==> src/rtl/ddo_pkg.sv <==
// shared constants, types and the arctangent table of the odometry block
package ddo_pkg;

	localparam int unsigned POS_FRAC_BITS_DEF = 16;
	localparam int unsigned CORDIC_STEPS_DEF  = 24;

	localparam logic [31:0] DPC_RESET = 32'd428404;
	localparam logic [23:0] APC_RESET = 24'd72535;

	localparam logic [7:0] REG_DIST_PER_COUNT  = 8'd0;
	localparam logic [7:0] REG_ANGLE_PER_COUNT = 8'd1;

	// cordic gain 0.60725293 as unsigned q0.32
	localparam logic [31:0] CORDIC_GAIN = 32'd2608131496;
	// speed scale: m per us to m per s in q16.16 is 15625 / 1024
	localparam logic [31:0] SPEED_NUM = 32'd15625;

	localparam int unsigned DIV_NUM_W = 77;
	localparam int unsigned DIV_DEN_W = 42;
	localparam int unsigned DIV_Q_W   = 40;

	typedef struct packed {
		logic                 over;
		logic [DIV_Q_W-1:0]   quot;
		logic [DIV_DEN_W-1:0] rem;
	} div_res_t;

	function automatic logic [31:0] atan_at(input logic [4:0] k);
		logic [31:0] v;
		case (k)
			5'd0: v = 32'h20000000;
			5'd1: v = 32'h12E4051E;
			5'd2: v = 32'h09FB385B;
			5'd3: v = 32'h051111D4;
			5'd4: v = 32'h028B0D43;
			5'd5: v = 32'h0145D7E1;
			5'd6: v = 32'h00A2F61E;
			5'd7: v = 32'h00517C55;
			5'd8: v = 32'h0028BE53;
			5'd9: v = 32'h00145F2F;
			5'd10: v = 32'h000A2F98;
			5'd11: v = 32'h000517CC;
			5'd12: v = 32'h00028BE6;
			5'd13: v = 32'h000145F3;
			5'd14: v = 32'h0000A2FA;
			5'd15: v = 32'h0000517D;
			5'd16: v = 32'h000028BE;
			5'd17: v = 32'h0000145F;
			5'd18: v = 32'h00000A30;
			5'd19: v = 32'h00000518;
			5'd20: v = 32'h0000028C;
			5'd21: v = 32'h00000146;
			5'd22: v = 32'h000000A3;
			5'd23: v = 32'h00000051;
			5'd24: v = 32'h00000029;
			5'd25: v = 32'h00000014;
			5'd26: v = 32'h0000000A;
			5'd27: v = 32'h00000005;
			5'd28: v = 32'h00000003;
			5'd29: v = 32'h00000001;
			5'd30: v = 32'h00000001;
			default: v = 32'h00000000;
		endcase
		return v;
	endfunction

endpackage

==> src/rtl/ddo_mul.sv <==
// shared registered 32 x 32 unsigned multiplier
module ddo_mul import ddo_pkg::*; (
	input  logic        clk,
	input  logic [31:0] a,
	input  logic [31:0] b,
	output logic [63:0] p
);

	logic [63:0] p_q;

	always_ff @(posedge clk) begin
		p_q <= 64'(a) * 64'(b);
	end

	assign p = p_q;

endmodule

==> config.mk <==
export PLATFORM = sky130hd
export DESIGN_NAME = ddo_mul
export DESIGN_NICKNAME = d
export VERILOG_FILES = /design/src/rtl/ddo_pkg.sv /design/src/rtl/ddo_mul.sv
export SDC_FILE = /design/constraint.sdc
export NUM_CORES = 2
export LEC_CHECK = 0
export ABC_AREA = 1
export BUFFER_PORTS_ARGS = -buffer_cell sky130_fd_sc_hd__buf_2
export CAP_MARGIN = 30
export CORE_ASPECT_RATIO = 0.7
export CORE_UTILIZATION = 40
export CTS_CLUSTER_SIZE = 24
export DETAILED_ROUTE_END_ITERATION = 7
export PLACE_DENSITY = 0.56
export SLEW_MARGIN = 20
export SYNTH_ARGS = -nofsm -noshare
export SYNTH_HDL_FRONTEND = slang
export SYNTH_SLANG_ARGS = --single-unit
==> constraint.sdc <==
create_clock -name clk -period 20.9 [get_ports clk]
set_input_delay 4.18 -clock clk [delete_from_list [all_inputs] [get_ports clk]]
set_output_delay 4.18 -clock clk [all_outputs]
set_load 0.05 [all_outputs]
After elaboration in Yosys (flattened, before gate mapping). Index checks and enable logic that the tools add are counted.

Register bits: 64. Bits of input ports: 65. Output and inout bits: 64. Logic and storage cells: 2.

$mul: 1.

Operators with widths (count): $mul 32x32->64 (1).

Longest topological paths before layout.
Depth in word-level cells: 1. Depth in mapped cells: 30. Gate-level depth less buffers: 29.

Worst setup path before layout. No wires, ideal clock.

Path type: input to register. Start point: input port a[25]. End point: register p_q[60], in the netlist p[60]. Setup time: 0.112 ns. Arrival: 9.882 ns. Required time: 20.788 ns. Setup slack: 10.906 ns. Stages: 26. Buffers on the path: 1. Cell sequence: clkbuf_1 nand2_1 fa_1 inv_1 fa_1 inv_1 fa_1 inv_1 fa_1 fa_1 fa_1 fa_1 inv_1 fa_1 inv_1 ha_1 nand2_1 nand2_1 a21oi_1 nand2_1 nand2_1 nand2_1 a21oi_1 nand2_1 nand2_1 nand2_1.

Word-level cells in the longest chain between the ends: 1.

Ends and longest elaborated chain: start: declaration (RTL line ddo_mul.sv:4) `input logic [31:0] a,`; $mul 32x32->64 (RTL line ddo_mul.sv:12) `p_q <= 64'(a) * 64'(b);`; end signal: assignment (RTL line ddo_mul.sv:12); end: declaration (RTL line ddo_mul.sv:9) `logic [63:0] p_q;`.

Every way passes these cells.

Worst setup path in the final report.
Start point: input port b[8]. End point: register p_q[60], in the netlist p[60].

Word-level cells in the longest chain between the ends: 1.

Ends and longest elaborated chain: start: declaration (RTL line ddo_mul.sv:5) `input logic [31:0] b,`; $mul 32x32->64 (RTL line ddo_mul.sv:12).

Every way passes these cells.

==> Implementation_results.wiki <==
{| class="wikitable"
! Metric !! Value
|-
| Result of the run || finished, final reports clean
|-
| Sum of buffers and inverters on the critical path || 6
|-
| Time the final worst path needs with I/O delays and setup || 10840 ps
|-
| Hold-fix buffers at CTS || 0
|-
| CTS tree || built
|-
| Routed wire length || 107000 um
|-
| Vias post-DR || 28800
|-
| Worst Path Class, Setup || primary input to register
|-
| Cell with the biggest individual delay on the critical path || buf_2
|-
| Distinct cell type count after synthesis || 23
|-
| Number of sinks handled by clock tree synthesis || 64
|-
| Count of pins on the block boundary || 129
|-
| Highest achievable clock rate || 92.2 MHz
|-
| Type of the most critical hold path || primary input to register
|-
| Post-route setup TNS || 0 ps
|-
| Req. time, crit path || 21140 ps
|-
| Net count of the mapped netlist || 6247
|-
| TritonCTS Buffers || 9
|-
| Final worst path period share || 0.519
|-
| Net count of the finished layout || 6205
|-
| Count of warnings emitted by yosys || 0
|-
| Area of the core || 92300 sq um
|-
| Initial Util || 0.405
|-
| Number of buffer cells added on primary ports || 128
|-
| Max FFs per register || 64
|-
| Mean Syn Cell Area || 7.45 sq um
|-
| Critical Path Sink Type || register
|-
| Die Outline Area || 94700 sq um
|-
| Via count of the first global-routing pass || 30000
|-
| Non-Filler Cell Area, Final || 39300 sq um
|-
| Cell area after technology mapping || 37400 sq um
|-
| CTS Root Buffer Type || clkbuf_16
|-
| Critical path fanouts, max || 32
|-
| Endpoints failing hold || 0
|-
| Global-route wire length before repair || 173000 um
|-
| Slew Limit Headroom || 0.303
|-
| Final core utilization || 0.426
|-
| Combined flip-flop and latch cell area || 1280 sq um
|-
| Area of combinational cells with multiple inputs || 28900 sq um
|-
| Critical path launch point type || primary input
|-
| Total overflow reported by the global router || 0
|-
| Cts repair resizes || 0
|-
| Placed wire-length estimate || 88400 um
|-
| Die X || 367 um
|-
| Cell row count || 93
|-
| Fraction of the yosys area taken by sequential cells || 0.0343
|-
| Most prevalent standard cell on the critical path || nand2_1
|-
| Unrepaired setup endpoints after global routing || false
|-
| Wire length per cell after detailed routing || 17.2 um
|-
| Maximum number of pins on one net before global-route repair || 33
|-
| Proportion of layout cells with a drive suffix above 1 || 0.0439
|-
| Number of pins exceeding their max-slew limit in the final report || 0
|-
| Instance count of the mapped netlist || 5023
|-
| Number of H-tree branching levels || 3
|-
| Area grow syn2layout || 5.00%
|-
| Number of post-CTS setup repair buffers || 0
|-
| Data arrival at the endpoint of the critical path || 11080 ps
|-
| GR Util All Layers || 0.235
|-
| Transition time at the pin with the least slew margin || 1050 ps
|-
| # fillers || 9606
|-
| Weighted congestion reported at the end of routability-driven placement || 0.949
|-
| Drt via density || 4.62
|-
| Initial antenna violation count || 4
|-
| Count of maximum capacitance violations || 0
|-
| Die height || 258 um
|-
| Post-route DRC violation count || 0
|-
| Number of violations reported at the end of detailed-routing iteration 0 || 2105
|-
| Clock-pin slew of the registers on the worst-case setup and hold paths || 60 ps
|-
| Placement Cell Area || 38900 sq um
|-
| Maximum root-to-sink buffer count || 2
|-
| Synthesis-stage register bit count || 64
|-
| Count of final setup violators || 0
|-
| Cell class contributing the biggest share of worst-path delay || adder cells
|-
| Length of the first detailed-routing pass in iterations || 6
|-
| Post-route antenna net violation count || 0
|-
| Max stage delay on crit path || 630 ps
|}
## cells by family (layout without fill, tap and decap cells)
kind of cell / count (synthesis) / after routing / synth area share
buffers and inverters: 1927 / 1890 / 0.193
AND/OR/NAND/NOR: 1781 / 1781 / 0.188
adder cells (fa/ha/maj): 1159 / 1159 / 0.568
flip-flops: 64 / 64 / 0.0343
AO/OA/AOI/OAI: 57 / 57 / 0.00853
XOR/XNOR: 35 / 35 / 0.00820
other: 0 / 2 / 0
## Yosys cell counts
| master | instances | share of area |
|---|---|---|
| a21oi_1 | 43 | 0.0058 |
| o21bai_2 | 1 | 0.00030 |
| fa_1 | 896 | 0.48 |
| inv_2 | 12 | 0.0012 |
| nand2_1 | 1566 | 0.16 |
| ha_1 | 263 | 0.088 |
| nor2_1 | 81 | 0.0081 |
| o21ai_0 | 2 | 0.00027 |
| dfxtp_1 | 64 | 0.034 |
| xnor2_1 | 2 | 0.00047 |
| nor3_4 | 1 | 0.00044 |
| clkbuf_1 | 192 | 0.019 |
| nor3_1 | 11 | 0.0015 |
| nand4_1 | 16 | 0.0027 |
| o21bai_1 | 11 | 0.0022 |
| nor2_2 | 14 | 0.0023 |
| nor2_4 | 6 | 0.0018 |
| xor2_1 | 33 | 0.0077 |
| nand2_2 | 15 | 0.0025 |
| nand3_1 | 56 | 0.0075 |
| inv_1 | 1723 | 0.17 |
| nand3_2 | 9 | 0.0024 |
| nor3_2 | 6 | 0.0016 |
## stage by stage
stage,std cells,hold slack [ps],setup WS (ps)
global route,6222,4460,9690
finish,6223,4390,10060
detailed placement,6203,4650,9740
floorplan,5023,4280,10910
CTS,6219,4420,10110
global placement,6203,4650,9750
## layout make-up
| type | instances | area share |
|---|---|---|
| flip-flops and latches | 64 | 0.0326 |
| multi-input cells | 3032 | 0.736 |
| well taps | 1235 | 0.0393 |
| diodes | 2 | 0.000127 |
| clock buffers | 11 | 0.00644 |
| inverters | 1735 | 0.166 |
| clock inverters | 5 | 0.000988 |
| repair buffers | 139 | 0.0191 |
## per-layer routing
layer  part of all wire  GRT usage  routed length [um]  vias up
li1                   -          -                   -    13500
met1               0.47      0.350               50400    14200
met2               0.44      0.360               47000      942
met3              0.077     0.0422                8230       94
met4              0.015     0.0351                1580        4
met5            0.00019          0                  20        -
## tightest hold or removal path, cell delays in order
cell	delay (ps)
buf_2	310
nand2_1	160
inv_1	40
## cells in the final DEF, fill, tap and decap left out
cell and n:
inv_1 1723, nand2_1 1566, fa_1 896, ha_1 263, buf_2 128, nor2_1 81
dfxtp_1 64, nand3_1 56, a21oi_1 43, xor2_1 33, nand4_1 16, nand2_2 15
nor2_2 14, inv_2 12, nor3_1 11, o21bai_1 11, nand3_2 9, clkbuf_16 9
buf_4 9, nor2_4 6, nor3_2 6, diode_2 2, o21ai_0 2, xnor2_1 2
clkbuf_8 2, inv_6 2, buf_12 2, nor3_4 1, o21bai_2 1, clkinv_4 1
clkinvlp_4 1, clkinv_2 1
## final timing paths
kind / from / endpoint / slack (ps) / cells after the start
setup / recovery: b[8] / p[60] / 10060 / 26
hold / removal: b[0] / p[0] / 4390 / 3
Power is not shown: default switching activity piles up to over one toggle a cycle in this logic, so the estimate is an artifact.
