--- src/rtl/ddo_pkg.sv ---
// shared constants, types and the arctangent table of the odometry block
package ddo_pkg;

	localparam int unsigned POS_FRAC_BITS_DEF = 16;
	localparam int unsigned CORDIC_STEPS_DEF  = 24;

	localparam logic [31:0] DPC_RESET = 32'd428404;
	localparam logic [23:0] APC_RESET = 24'd72535;

	localparam logic [7:0] REG_DIST_PER_COUNT  = 8'd0;
	localparam logic [7:0] REG_ANGLE_PER_COUNT = 8'd1;

	// cordic gain 0.60725293 as unsigned q0.32
	localparam logic [31:0] CORDIC_GAIN = 32'd2608131496;
	// speed scale: m per us to m per s in q16.16 is 15625 / 1024
	localparam logic [31:0] SPEED_NUM = 32'd15625;

	localparam int unsigned DIV_NUM_W = 77;
	localparam int unsigned DIV_DEN_W = 42;
	localparam int unsigned DIV_Q_W   = 40;

	typedef struct packed {
		logic                 over;
		logic [DIV_Q_W-1:0]   quot;
		logic [DIV_DEN_W-1:0] rem;
	} div_res_t;

	function automatic logic [31:0] atan_at(input logic [4:0] k);
		logic [31:0] v;
		case (k)
			5'd0: v = 32'h20000000;
			5'd1: v = 32'h12E4051E;
			5'd2: v = 32'h09FB385B;
			5'd3: v = 32'h051111D4;
			5'd4: v = 32'h028B0D43;
			5'd5: v = 32'h0145D7E1;
			5'd6: v = 32'h00A2F61E;
			5'd7: v = 32'h00517C55;
			5'd8: v = 32'h0028BE53;
			5'd9: v = 32'h00145F2F;
			5'd10: v = 32'h000A2F98;
			5'd11: v = 32'h000517CC;
			5'd12: v = 32'h00028BE6;
			5'd13: v = 32'h000145F3;
			5'd14: v = 32'h0000A2FA;
			5'd15: v = 32'h0000517D;
			5'd16: v = 32'h000028BE;
			5'd17: v = 32'h0000145F;
			5'd18: v = 32'h00000A30;
			5'd19: v = 32'h00000518;
			5'd20: v = 32'h0000028C;
			5'd21: v = 32'h00000146;
			5'd22: v = 32'h000000A3;
			5'd23: v = 32'h00000051;
			5'd24: v = 32'h00000029;
			5'd25: v = 32'h00000014;
			5'd26: v = 32'h0000000A;
			5'd27: v = 32'h00000005;
			5'd28: v = 32'h00000003;
			5'd29: v = 32'h00000001;
			5'd30: v = 32'h00000001;
			default: v = 32'h00000000;
		endcase
		return v;
	endfunction

endpackage

--- src/rtl/ddo_div.sv ---
// restoring divider, one quotient bit per cycle, flags quotient overflow
module ddo_div import ddo_pkg::*; (
	input  logic                 clk,
	input  logic                 arst_n,
	input  logic                 start,
	input  logic [DIV_NUM_W-1:0] num,
	input  logic [DIV_DEN_W-1:0] den,
	output logic                 done,
	output div_res_t             res
);

	localparam int unsigned KW = $clog2(DIV_NUM_W);

	logic                 busy_q;
	logic                 done_q;
	logic [KW-1:0]        k_q;
	logic [DIV_NUM_W-1:0] num_q;
	logic [DIV_DEN_W-1:0] den_q;
	logic [DIV_DEN_W-1:0] rem_q;
	logic [DIV_Q_W-1:0]   quot_q;
	logic                 over_q;

	logic [DIV_DEN_W:0] remsh;
	logic               ge;
	logic               hi;

	assign remsh = {rem_q, num_q[DIV_NUM_W-1]};
	assign ge    = remsh >= {1'b0, den_q};
	assign hi    = k_q >= KW'(DIV_Q_W);

	always_ff @(posedge clk or negedge arst_n) begin
		if (!arst_n) begin
			busy_q <= 1'b0;
			done_q <= 1'b0;
			k_q    <= '0;
		end else begin
			done_q <= 1'b0;
			if (start) begin
				busy_q <= 1'b1;
				k_q    <= KW'(DIV_NUM_W - 1);
			end else if (busy_q) begin
				k_q <= k_q - 1'b1;
				if (k_q == '0) begin
					busy_q <= 1'b0;
					done_q <= 1'b1;
				end
			end
		end
	end

	always_ff @(posedge clk) begin
		if (start) begin
			num_q  <= num;
			den_q  <= den;
			rem_q  <= '0;
			quot_q <= '0;
			over_q <= 1'b0;
		end else if (busy_q) begin
			num_q  <= {num_q[DIV_NUM_W-2:0], 1'b0};
			rem_q  <= ge ? DIV_DEN_W'(remsh - {1'b0, den_q}) : DIV_DEN_W'(remsh);
			quot_q <= {quot_q[DIV_Q_W-2:0], ge & ~hi};
			if (ge && hi) begin
				over_q <= 1'b1;
			end
		end
	end

	assign done     = done_q;
	assign res.over = over_q;
	assign res.quot = quot_q;
	assign res.rem  = rem_q;

endmodule

--- config.mk ---
export PLATFORM = sky130hd
export DESIGN_NAME = ddo_div
export DESIGN_NICKNAME = d
export VERILOG_FILES = /design/src/rtl/ddo_pkg.sv /design/src/rtl/ddo_div.sv
export SDC_FILE = /design/constraint.sdc
export NUM_CORES = 1
export LEC_CHECK = 0
export ABC_AREA = 1
export BUFFER_PORTS_ARGS = -buffer_cell sky130_fd_sc_hd__buf_2
export CORE_MARGIN = 2
export CORE_UTILIZATION = 45
export DETAILED_ROUTE_END_ITERATION = 6
export GPL_ROUTABILITY_DRIVEN = 0
export PLACE_DENSITY = 0.66
export SYNTH_ARGS = -nofsm -noshare
export SYNTH_HDL_FRONTEND = slang
export SYNTH_SLANG_ARGS = --single-unit
export TNS_END_PERCENT = 5
--- constraint.sdc ---
create_clock -name clk -period 4.45 [get_ports clk]
set_input_delay 0.2225 -clock clk [delete_from_list [all_inputs] [get_ports clk]]
set_output_delay 0.2225 -clock clk [all_outputs]
set_load 0.01 [all_outputs]
# [After elaboration in Yosys (flattened, before gate mapping)]
# Index checks and enable logic that the tools add are counted.
[op_classes] n_addsub=2 order_cmp=2 mux=11 bitwise_logic=2 n_reduce_logical=4
[op_table] cell="$mux W77" n=2
[op_table] cell="$ge A43 B42 Y1" n=1
[op_table] cell="$mux W42" n=1
[op_table] cell="$sub A42 B42 Y42" n=1
[op_table] cell="$mux W7" n=2
[op_table] cell="$ge A7 B6 Y1 const B" n=1
[op_table] cell="$logic_not A7 Y1" n=1
[op_table] cell="$sub A7 B1 Y7 const B" n=1
[op_table] cell="$mux W1" n=6
[op_table] cell="$reduce_and A2 Y1" n=1
[op_table] cell="$reduce_bool A2 Y1" n=1
[op_table] cell="$and A1 B1 Y1" n=1
[op_table] cell="$logic_and A1 B1 Y1" n=1
[op_table] cell="$not A1 Y1" n=1
[word_totals] ff_bits=211 in_bits=122 wordCells=29

# [Longest topological paths before layout]
# Gate-level depths: netlist (run 1).
[logic_depth] ltp_word=4 depth_mapped=17 mapped_depth_nobuf=17

# [Worst setup path after synthesis (run 1)]
# No wires, ideal clock.
[synth_timing] path_type="register to register" start="reg busy_q" end="reg num_q[0], enable pin" arrival_time_ns=2.945 required_ns=3.978 slack_ns=1.033 stages_incl_launch_ff=4 period_less_slack_ns=3.417 path_cell_list="dfrtp_1 > nor2_1 > inv_1 > clkbuf_1"
[synth_via] elab_chain_len=1
[synth_rtl] item="start, declared" line_no="ddo_div.sv:14" rtl="logic busy_q;"
[synth_rtl] item="start signal, assigned" line_no="ddo_div.sv:33" rtl="busy_q <= 1'b0;"
[synth_rtl] item="start signal, assigned" line_no="ddo_div.sv:39" rtl="busy_q <= 1'b1;"
[synth_rtl] item="start signal, assigned" line_no="ddo_div.sv:44" rtl="busy_q <= 1'b0;"
[synth_rtl] item="$reduce_bool A2 Y1 (no line)"
[synth_rtl] item="end signal, assigned" line_no="ddo_div.sv:53" rtl="num_q <= num;"
[synth_rtl] item="end signal, assigned" line_no="ddo_div.sv:59" rtl="num_q <= {num_q[DIV_NUM_W-2:0], 1'b0};"
[synth_rtl] item="end, declared" line_no="ddo_div.sv:17" rtl="logic [DIV_NUM_W-1:0] num_q;"
# No other way between the ends.
# A chain may end at the register's enable or synchronous reset.

# [Final worst setup path (run 1)]
[layout_timing] start="reg den_q[33]" end="reg rem_q[33]"
[layout_via] elab_chain_len=2 elab_cells_between_ends=3
[layout_rtl] item="start, declared" line_no="ddo_div.sv:18" rtl="logic [DIV_DEN_W-1:0] den_q;"
[layout_rtl] item="start signal, assigned" line_no="ddo_div.sv:54" rtl="den_q <= den;"
[layout_rtl] item="$sub A42 B42 Y42 or $ge A43 B42 Y1 (tied branches)" line_no="ddo_div.sv:60, ddo_div.sv:28"
[layout_rtl] item="$mux W42 (*)" line_no="ddo_div.sv:60" rtl="rem_q <= ge ? DIV_DEN_W'(remsh - {1'b0, den_q}) : DIV_DEN_W'(remsh);"
[layout_rtl] item="end signal, assigned" line_no="ddo_div.sv:60"
[layout_rtl] item="end, declared" line_no="ddo_div.sv:19" rtl="logic [DIV_DEN_W-1:0] rem_q;"
# Mark *: on every way between the ends. The rest lies on a longest branch, timed or not.

==> results.json, run 1 <==
{
  "status": "complete, no violations",
  "cts_tree": "yes",
  "vias": 10900,
  "postCtsSetupRepairBufs": 0,
  "holdWs_ns": 0.0792,
  "ant_nets": 0,
  "antenna_found_initial": 2,
  "synthArstFlopShare": 0.0427,
  "timing.fmax_ghz": 0.366,
  "drc_errors": 0,
  "place_ws_ns": 1.76,
  "first_global_vias": 10700,
  "clk_pin_slew_ns": 0.06,
  "grt_max_degree": 89,
  "synth_flop_cell": "edfxtp_1",
  "crit_chain": "inv_1, ha_1, nand2_1, inv_2, a21oi_2, nand2_1, nand2_1, nand2_1, nor2_4, buf_4, nand3_1, nand2_1, inv_1, nand2_1, nand2_1",
  "syn-instance-count": 1592,
  "drt-initial-drc-count": 698,
  "clock_sinks": 211,
  "rows": 59,
  "rsz0062_at_grt": "false",
  "cpLargestDelayFamily": "simple AND/OR/NAND/NOR gates",
  "cp-end-kind": "flop",
  "drt_pass1_iterations": 5,
  "setup_ws_ns": 1.72,
  "drv_slew": 0,
  "clockBufferDepth": 3,
  "fin_skew_ns": 0.0175,
  "ir_drop_v": 0.000385,
  "hold_viol_final": 0,
  "ios": 206,
  "via_per_inst": 4.82,
  "grt_pass1_wl_mm": 52.1,
  "place_hpwl_mm": 21.6,
  "avgRoutedWirePerCell_um": 13.8,
  "synth_seq_cells": 211,
  "syn-cell-area_mm2": 0.0118,
  "area_growth_syn_to_layout_pct": 27.8,
  "start_util": 0.455,
  "cts-root-buf": "clkbuf_16",
  "synth.most_common_cell": "nand2_1",
  "synth_nets": 1759,
  "leakage_nw": 7.77,
  "critPathSlowestCell": "nor2_4",
  "synth_common_cells": "639 x nand2_1, 260 x inv_1, 119 x edfxtp_1, 99 x nand3_1, 85 x nor2_1",
  "worstSetupPathType": "reg -> reg",
  "yosysWarnings": 0,
  "p_per_area_mw_per_mm2": 307,
  "synth_top_area_frac": 0.303,
  "yosys.area.top_type": "edfxtp_1",
  "final.setup.tns_ns": 0,
  "fin_nets": 2072,
  "die-area_mm2": 0.0275,
  "tightestPinTransition_ns": 1.16,
  "yosysUniqueCellTypes": 38,
  "die_h_um": 166,
  "netlist_top_cells_area": "edfxtp_1 30%, nand2_1 20%, dfxtp_1 14%",
  "htreeDepth": 1,
  "crit_required_ns": 4.89,
  "wirelength_mm": 31.2,
  "critPathBufInv": 4,
  "syn_avg_cell_area_um2": 7.41,
  "hold_path_class": "in -> async",
  "finalSetupViolCount": 0,
  "grt_usage": 0.225,
  "start_kind": "flop",
  "insertion_delay_ns": 0.54,
  "synth-edff-count": 119,
  "fp.dieW_um": 166,
  "min_period_ns": 2.73,
  "fin_crit_sh": 0.614,
  "cp_slowest_stage_delay_ns": 0.53,
  "critPathArrivalTime_ns": 3.17,
  "drive_gt1_frac": 0.147,
  "crit_top_cell": "nand2_1",
  "synth.yosys.seq_area_share": 0.463,
  "cts_buffers": 23,
  "gr-total-overflow": 0,
  "cap_viol_max_count": 0,
  "core_area_mm2": 0.0259,
  "cts_resized": 0,
  "max-slew-margin-rel": 0.228,
  "critPathMaxFanout": 23,
  "io_buffers": 205
}
[layer usage]
layer | track usage | share of wire | vias to the layer above | routed length (um)
li1 | - | - | 5610 | -
met1 | 0.292 | 0.44 | 4928 | 13700
met2 | 0.386 | 0.47 | 302 | 14700
met3 | 0.0453 | 0.064 | 52 | 1980
met4 | 0.0582 | 0.026 | 0 | 826
met5 | 0 | 0 | - | 0
[layout by cell type, fill, tap and decap left out, types with 13 or more instances in the layout]
| cell | count |
|---|---|
| a21oi_1 | 31 |
| buf_2 | 204 |
| clkbuf_16 | 24 |
| dfxtp_1 | 83 |
| dlygate4sd3_1 | 121 |
| edfxtp_1 | 119 |
| ha_1 | 44 |
| inv_1 | 259 |
| nand2_1 | 639 |
| nand3_1 | 99 |
| nand3b_1 | 28 |
| nor2_1 | 83 |
| nor2_2 | 13 |
| o21ai_0 | 14 |
| o21ai_1 | 16 |
| o22ai_1 | 39 |
| xnor2_1 | 22 |
[report_power, final]
part	total [mW]	switching, mW	internal [mW]
registers	2.20	0.0322	2.17
logic	0.468	0.255	0.214
clock network	1.95	0.799	1.16
total	4.63	1.09	3.54
[path summary, 6_finish.rpt]
check | startpoint | endpoint | slack [ns] | cells past startpoint
worst max-delay path | den_q[33] | rem_q[33] | 1.72 | 15
worst max register to register | den_q[33] | rem_q[33] | 1.72 | 15
worst min register to register | quot_q[29] | quot_q[30] | 0.48 | 2
worst min-delay path | arst_n | k_q[6] | 0.08 | 2
max in group asynchronous | arst_n | k_q[0] | 4.17 | 2
min in group clk | den[38] | den_q[38] | 0.39 | 2
[area by class of cell]
type / count / area, um^2
Multi-Input combinational cell: 1071 / 5110
Clock buffer: 34 / 702
Tap cell: 335 / 419
Clock inverter: 8 / 80.1
Antenna cell: 2 / 5.00
Sequential cell: 211 / 5460
Fill cell: 2411 / 10800
Inverter: 264 / 993
Timing Repair Buffer: 334 / 2300
[logic make-up after synthesis]
| logic type | synth area share |
|---|---|
| compound gates | 0.0549 |
| xor+xnor | 0.0171 |
| fa+ha+maj | 0.0484 |
| buf+inv | 0.104 |
| flops | 0.463 |
| simple gates | 0.313 |
[state kept, by name (all words and copies together) (netlist names)]
signal,flops
num_q,77
den_q,42
rem_q,42
quot_q,40
k_q,7
busy_q,1
done,1
over_q,1
[what timing repair did]
| action | CTS | global route |
|---|---|---|
| hold buffers | 121 | 0 |
| hold endpoints to repair | 132 | 0 |
| setup endpoints to repair | 0 | 0 |
[per-stage QoR]
step	util	instance area [um^2]	instances	power [mW]
finish	0.582	15100	2259	4.63
global route	0.582	15100	2259	4.83
CTS	0.582	15100	2257	4.67
detailed placement	0.505	13100	2094	2.62
global placement	0.505	13100	2094	2.62
floorplan	-	11800	1592	2.49
No activity file was read; power rests on OpenSTA's default activity.
==> run 2: changes to the inputs <==
PLACE_DENSITY = 0.69   (was 0.66)
clock period = 2.5 ns   (was 4.45 ns; I/O delays follow)
==> run 2 against run 1 <==
Worst setup slack lost 1.6 ns. Power grew 79%. Utilization up 1.0 points. First-iteration DRC count grew 24%. Critical path depth shrank 3. Clock power is 78% higher. Critical path type unchanged. Critical endpoint is now rem_q[24]. Largest power group unchanged.
==> results.json, run 2 (synthesized netlist as in run 1, its figures left out) <==
{
  "htreeDepth": 1,
  "vias": 11300,
  "drt_pass1_iterations": 5,
  "start_kind": "flop",
  "max-slew-margin-rel": 0.586,
  "ios": 206,
  "cts-root-buf": "clkbuf_16",
  "fin_skew_ns": 0.0105,
  "antenna_found_initial": 0,
  "fin_crit_sh": 0.957,
  "grt_max_degree": 100,
  "die-area_mm2": 0.0275,
  "hold_viol_final": 0,
  "cts_tree": "yes",
  "drive_gt1_frac": 0.155,
  "critPathMaxFanout": 16,
  "drc_errors": 0,
  "regMostFlops": "num_q",
  "cts_buffers": 24,
  "hold_path_class": "in -> reg",
  "power_mw": 8.26,
  "start_util": 0.455,
  "p_per_area_mw_per_mm2": 539,
  "io_buffers": 205,
  "clk_pin_slew_ns": 0.06,
  "crit_required_ns": 2.94,
  "die_h_um": 166,
  "layout_commonest_cell": "nand2_1",
  "fin_nets": 2085,
  "stdcell_count": 2271,
  "area_growth_syn_to_layout_pct": 30.0,
  "fp.dieW_um": 166,
  "grt_pass1_wl_mm": 54.0,
  "num_antenna_cells": 0,
  "core_area_mm2": 0.0259,
  "rows": 59,
  "critPathArrivalTime_ns": 2.84,
  "drt-initial-drc-count": 868,
  "insertion_delay_ns": 0.55,
  "leakage_nw": 7.87,
  "place_hpwl_mm": 22.4,
  "final_cell_mix": "637 x nand2_1, 259 x inv_1, 204 x buf_2, 122 x dlygate4sd3_1, 119 x edfxtp_1",
  "min_period_ns": 2.39,
  "holdWs_ns": 0.283,
  "cap_viol_max_count": 0,
  "grt_usage": 0.238,
  "drv_slew": 0,
  "cp-end-kind": "flop",
  "largest_register_ffs": 77,
  "via_per_inst": 4.96,
  "gr-total-overflow": 0,
  "wirelength_mm": 34.5,
  "ant_nets": 0,
  "first_global_vias": 10800,
  "avgRoutedWirePerCell_um": 15.2,
  "reg.largest.list": "num_q x77, den_q x42, rem_q x42",
  "ir_drop_v": 0.000556,
  "clockBufferDepth": 3,
  "finalSetupViolCount": 0,
  "timing.fmax_ghz": 0.418,
  "worstSetupPathType": "reg -> reg",
  "tightestPinTransition_ns": 0.621,
  "status": "complete, no violations",
  "clock_sinks": 211,
  "dp.cells": 2099
}
==> run 2: worst max-delay path: stages, from the launching register on <==
cell and delay, ns:
dfxtp_1 0.44, ha_1 0.34, nand2_2 0.12, inv_1 0.05
a21oi_2 0.18, nand2_1 0.12, a21oi_2 0.19, nand2_2 0.14
nand2_8 0.16, buf_12 0.18, nand3b_1 0.16, nand3_1 0.12
nand2_1 0.06
==> run 2: area by class of cell <==
type                    instances  area (um^2)
clock buffers                  38          718
clock inverters                 6         56.3
fillers                      2376        10600
inverters                     264          993
multi-input cells            1072         5170
flip-flops and latches        211         5460
well taps                     335          419
repair buffers                345         2510
==> run 2: power breakdown <==
| part | internal [mW] | switching [mW] | total (mW) |
|---|---|---|---|
| Clock | 1.98 | 1.49 | 3.47 |
| Sequential | 3.87 | 0.0577 | 3.92 |
| Combinational | 0.389 | 0.477 | 0.867 |
| Total | 6.24 | 2.03 | 8.26 |
==> run 2: path summary, 6_finish.rpt <==
kind	cells after the start	from	endpoint	slack (ns)
min in group asynchronous	3	arst_n	k_q[5]	0.58
hold / removal	2	den[9]	den_q[9]	0.28
max in group asynchronous	3	arst_n	done	1.62
setup reg to reg	12	rem_q[24]	rem_q[24]	0.11
hold reg to reg	2	over_q	over_q	0.48
setup / recovery	12	rem_q[24]	rem_q[24]	0.11
==> run 2: what timing repair did <==
action / CTS / global route
endpoints found under the setup margin: 0 / 44
gates resized for setup: 0 / 11
buffers inserted: 0 / 3
hold buffers: 122 / 0
hold endpoints to repair: 129 / 0
==> run 2: layer usage <==
layer	global-route usage	part of all wire	wire, um	vias to the layer above
met2	0.402	0.47	16200	442
met5	0	0	0	-
met1	0.299	0.41	14000	5087
met3	0.0565	0.082	2810	100
li1	-	-	-	5645
met4	0.0832	0.040	1390	0
==> run 2: per-stage QoR <==
stage / TNS, ns / cell area (um^2) / utilization / setup WS (ns)
after floorplan: 0 / 11800 / - / 0.223
after CTS: 0 / 15200 / 0.586 / 0.108
final: 0 / 15300 / 0.592 / 0.108
after detailed placement: 0 / 13200 / 0.509 / 0.154
after global placement: 0 / 13200 / 0.509 / 0.148
after global routing: -0.0159 / 15300 / 0.592 / -0.0122
==> run 3: changes to the inputs <==
CORE_UTILIZATION = 40   (was 45)
PLACE_DENSITY = default   (was 0.69)
SETUP_SLACK_MARGIN = 0.15   (was default)
==> run 3 against run 2 <==
Global-route usage is 3.2 points lower. Critical endpoint is now rem_q[34]. Cell count is 2.9% higher. Non-clock buffer count is 12 higher. Critical path type unchanged.
==> results.json, run 3 (synthesized netlist as in run 1, its figures left out) <==
{
  "dp.cells": 2150,
  "clockBufferDepth": 3,
  "critPathMaxFanout": 4,
  "die-area_mm2": 0.0309,
  "worstSetupEndpoint": "rem_q[34]",
  "critPathLaunch": "den_q[8]",
  "r2r_slack_ns": 0.24,
  "largest_register_ffs": 77,
  "hold_depth": 2,
  "power_mw": 8.54,
  "status": "complete, no violations",
  "final_cell_mix": "621 x nand2_1, 253 x inv_1, 204 x buf_2, 121 x dlygate4sd3_1, 119 x edfxtp_1",
  "grtUsageMet2": 0.357,
  "fin_area_mm2": 0.0160,
  "clk_pin_slew_ns": 0.06,
  "place_hpwl_mm": 22.6,
  "finalSetupViolCount": 0,
  "crit_required_ns": 2.94,
  "drt_pass1_iterations": 5,
  "drt-initial-drc-count": 698,
  "core_area_mm2": 0.0289,
  "layout_commonest_cell": "nand2_1",
  "reg2reg_from": "den_q[8]",
  "vias": 11100,
  "cts-root-buf": "clkbuf_16",
  "cts_tree": "yes",
  "use_met3": 0.0411,
  "grt_max_degree": 102,
  "rsz0062_at_grt": "true",
  "leakage_nw": 8.00,
  "start_util": 0.409,
  "start_kind": "flop",
  "hold_path_class": "in -> reg",
  "ios": 206,
  "timing.fmax_ghz": 0.442,
  "fp.dieW_um": 176,
  "rows": 62,
  "clock_sinks": 211,
  "min_period_ns": 2.26,
  "regMostFlops": "num_q",
  "final.setup.tns_ns": 0,
  "fin_skew_ns": 0.0144,
  "drc_errors": 0,
  "r2r-end": "rem_q[34]",
  "wirelength_mm": 33.9,
  "fin_crit_sh": 0.904,
  "io_buffers": 205,
  "hold_viol_final": 0,
  "grt_usage": 0.206,
  "cp-end-kind": "flop",
  "cts_buffers": 25,
  "antenna_found_initial": 2,
  "max-slew-margin-rel": 0.555,
  "area_growth_syn_to_layout_pct": 35.7,
  "grt_pass1_wl_mm": 52.2,
  "worstSetupPathType": "reg -> reg",
  "use_met1": 0.262,
  "gr-total-overflow": 0,
  "grt-busiest-layer": "met2",
  "die_h_um": 176,
  "ir_drop_v": 0.000487,
  "first_global_vias": 10600,
  "htreeDepth": 1,
  "avgRoutedWirePerCell_um": 14.5,
  "worstRegToRegCells": 13,
  "tightestPinTransition_ns": 0.666,
  "stdcell_count": 2337,
  "drive_gt1_frac": 0.192,
  "via_per_inst": 4.73,
  "placed_area_mm2": 0.0132,
  "fin_nets": 2099,
  "insertion_delay_ns": 0.55,
  "critPathArrivalTime_ns": 2.70,
  "reg.largest.list": "num_q x77, den_q x42, rem_q x42",
  "drv_slew": 0,
  "ant_nets": 0,
  "p_per_area_mw_per_mm2": 534,
  "holdWs_ns": 0.00892,
  "cap_viol_max_count": 0
}
==> run 3: cell type report <==
cell class / instances / area, um^2
clock buffers: 36 / 718
clock inverters: 10 / 118
multi-input cells: 1073 / 5590
flip-flops and latches: 211 / 5460
inverters: 264 / 993
fillers: 2775 / 12800
well taps: 384 / 480
diodes: 2 / 5.00
repair buffers: 357 / 2650
==> run 3: layer usage <==
metal,wire length (um),part of all wire
met4,1160,0.034
met1,14700,0.43
met5,0,0
met3,2200,0.065
met2,15800,0.47
==> run 3: metrics by stage <==
| stage | utilization | setup slack (ns) |
|---|---|---|
| 4_1_cts | 0.530 | 0.163 |
| 6_report | 0.555 | 0.240 |
| 3_3_place_gp | 0.459 | 0.123 |
| 3_5_place_dp | 0.459 | 0.0915 |
| 5_1_grt | 0.555 | 0.116 |
| 2_1_floorplan | - | 0.223 |
==> run 3: power breakdown <==
group	internal, mW	total (mW)	switching (mW)
registers	3.87	3.92	0.0571
clock network	2.21	3.69	1.48
logic	0.431	0.927	0.496
==> run 3: what timing repair did <==
item	in CTS	in global routing
setup endpoints to repair	26	44
pin swaps	0	15
cloned	0	7
setup buffers	0	11
gates resized for setup	1	95
hold endpoints to repair	128	0
hold buffers	121	0
==> run 3: critical path, cell delays in order, from the launching register on <==
cell and delay, ns:
edfxtp_1 0.32, inv_1 0.04, ha_1 0.37, nand2_1 0.16
nor2_1 0.23, nand3_1 0.12, nand3b_1 0.23, nand2_1 0.10
nand2_1 0.15, nand2_1 0.15, nand3_1 0.10, nand3_1 0.08
nand2_1 0.07, nand2_1 0.04
==> run 3: worst min path at each step <==
stage,startpoint,end,slack (ns)
after global placement,arst_n,k_q[3],-0.01
after CTS,start,over_q,0.005
after global routing,start,over_q,0.01
after detailed placement,arst_n,k_q[3],-0.01
final,start,over_q,0.009
after floorplan,arst_n,busy_q,-0.17
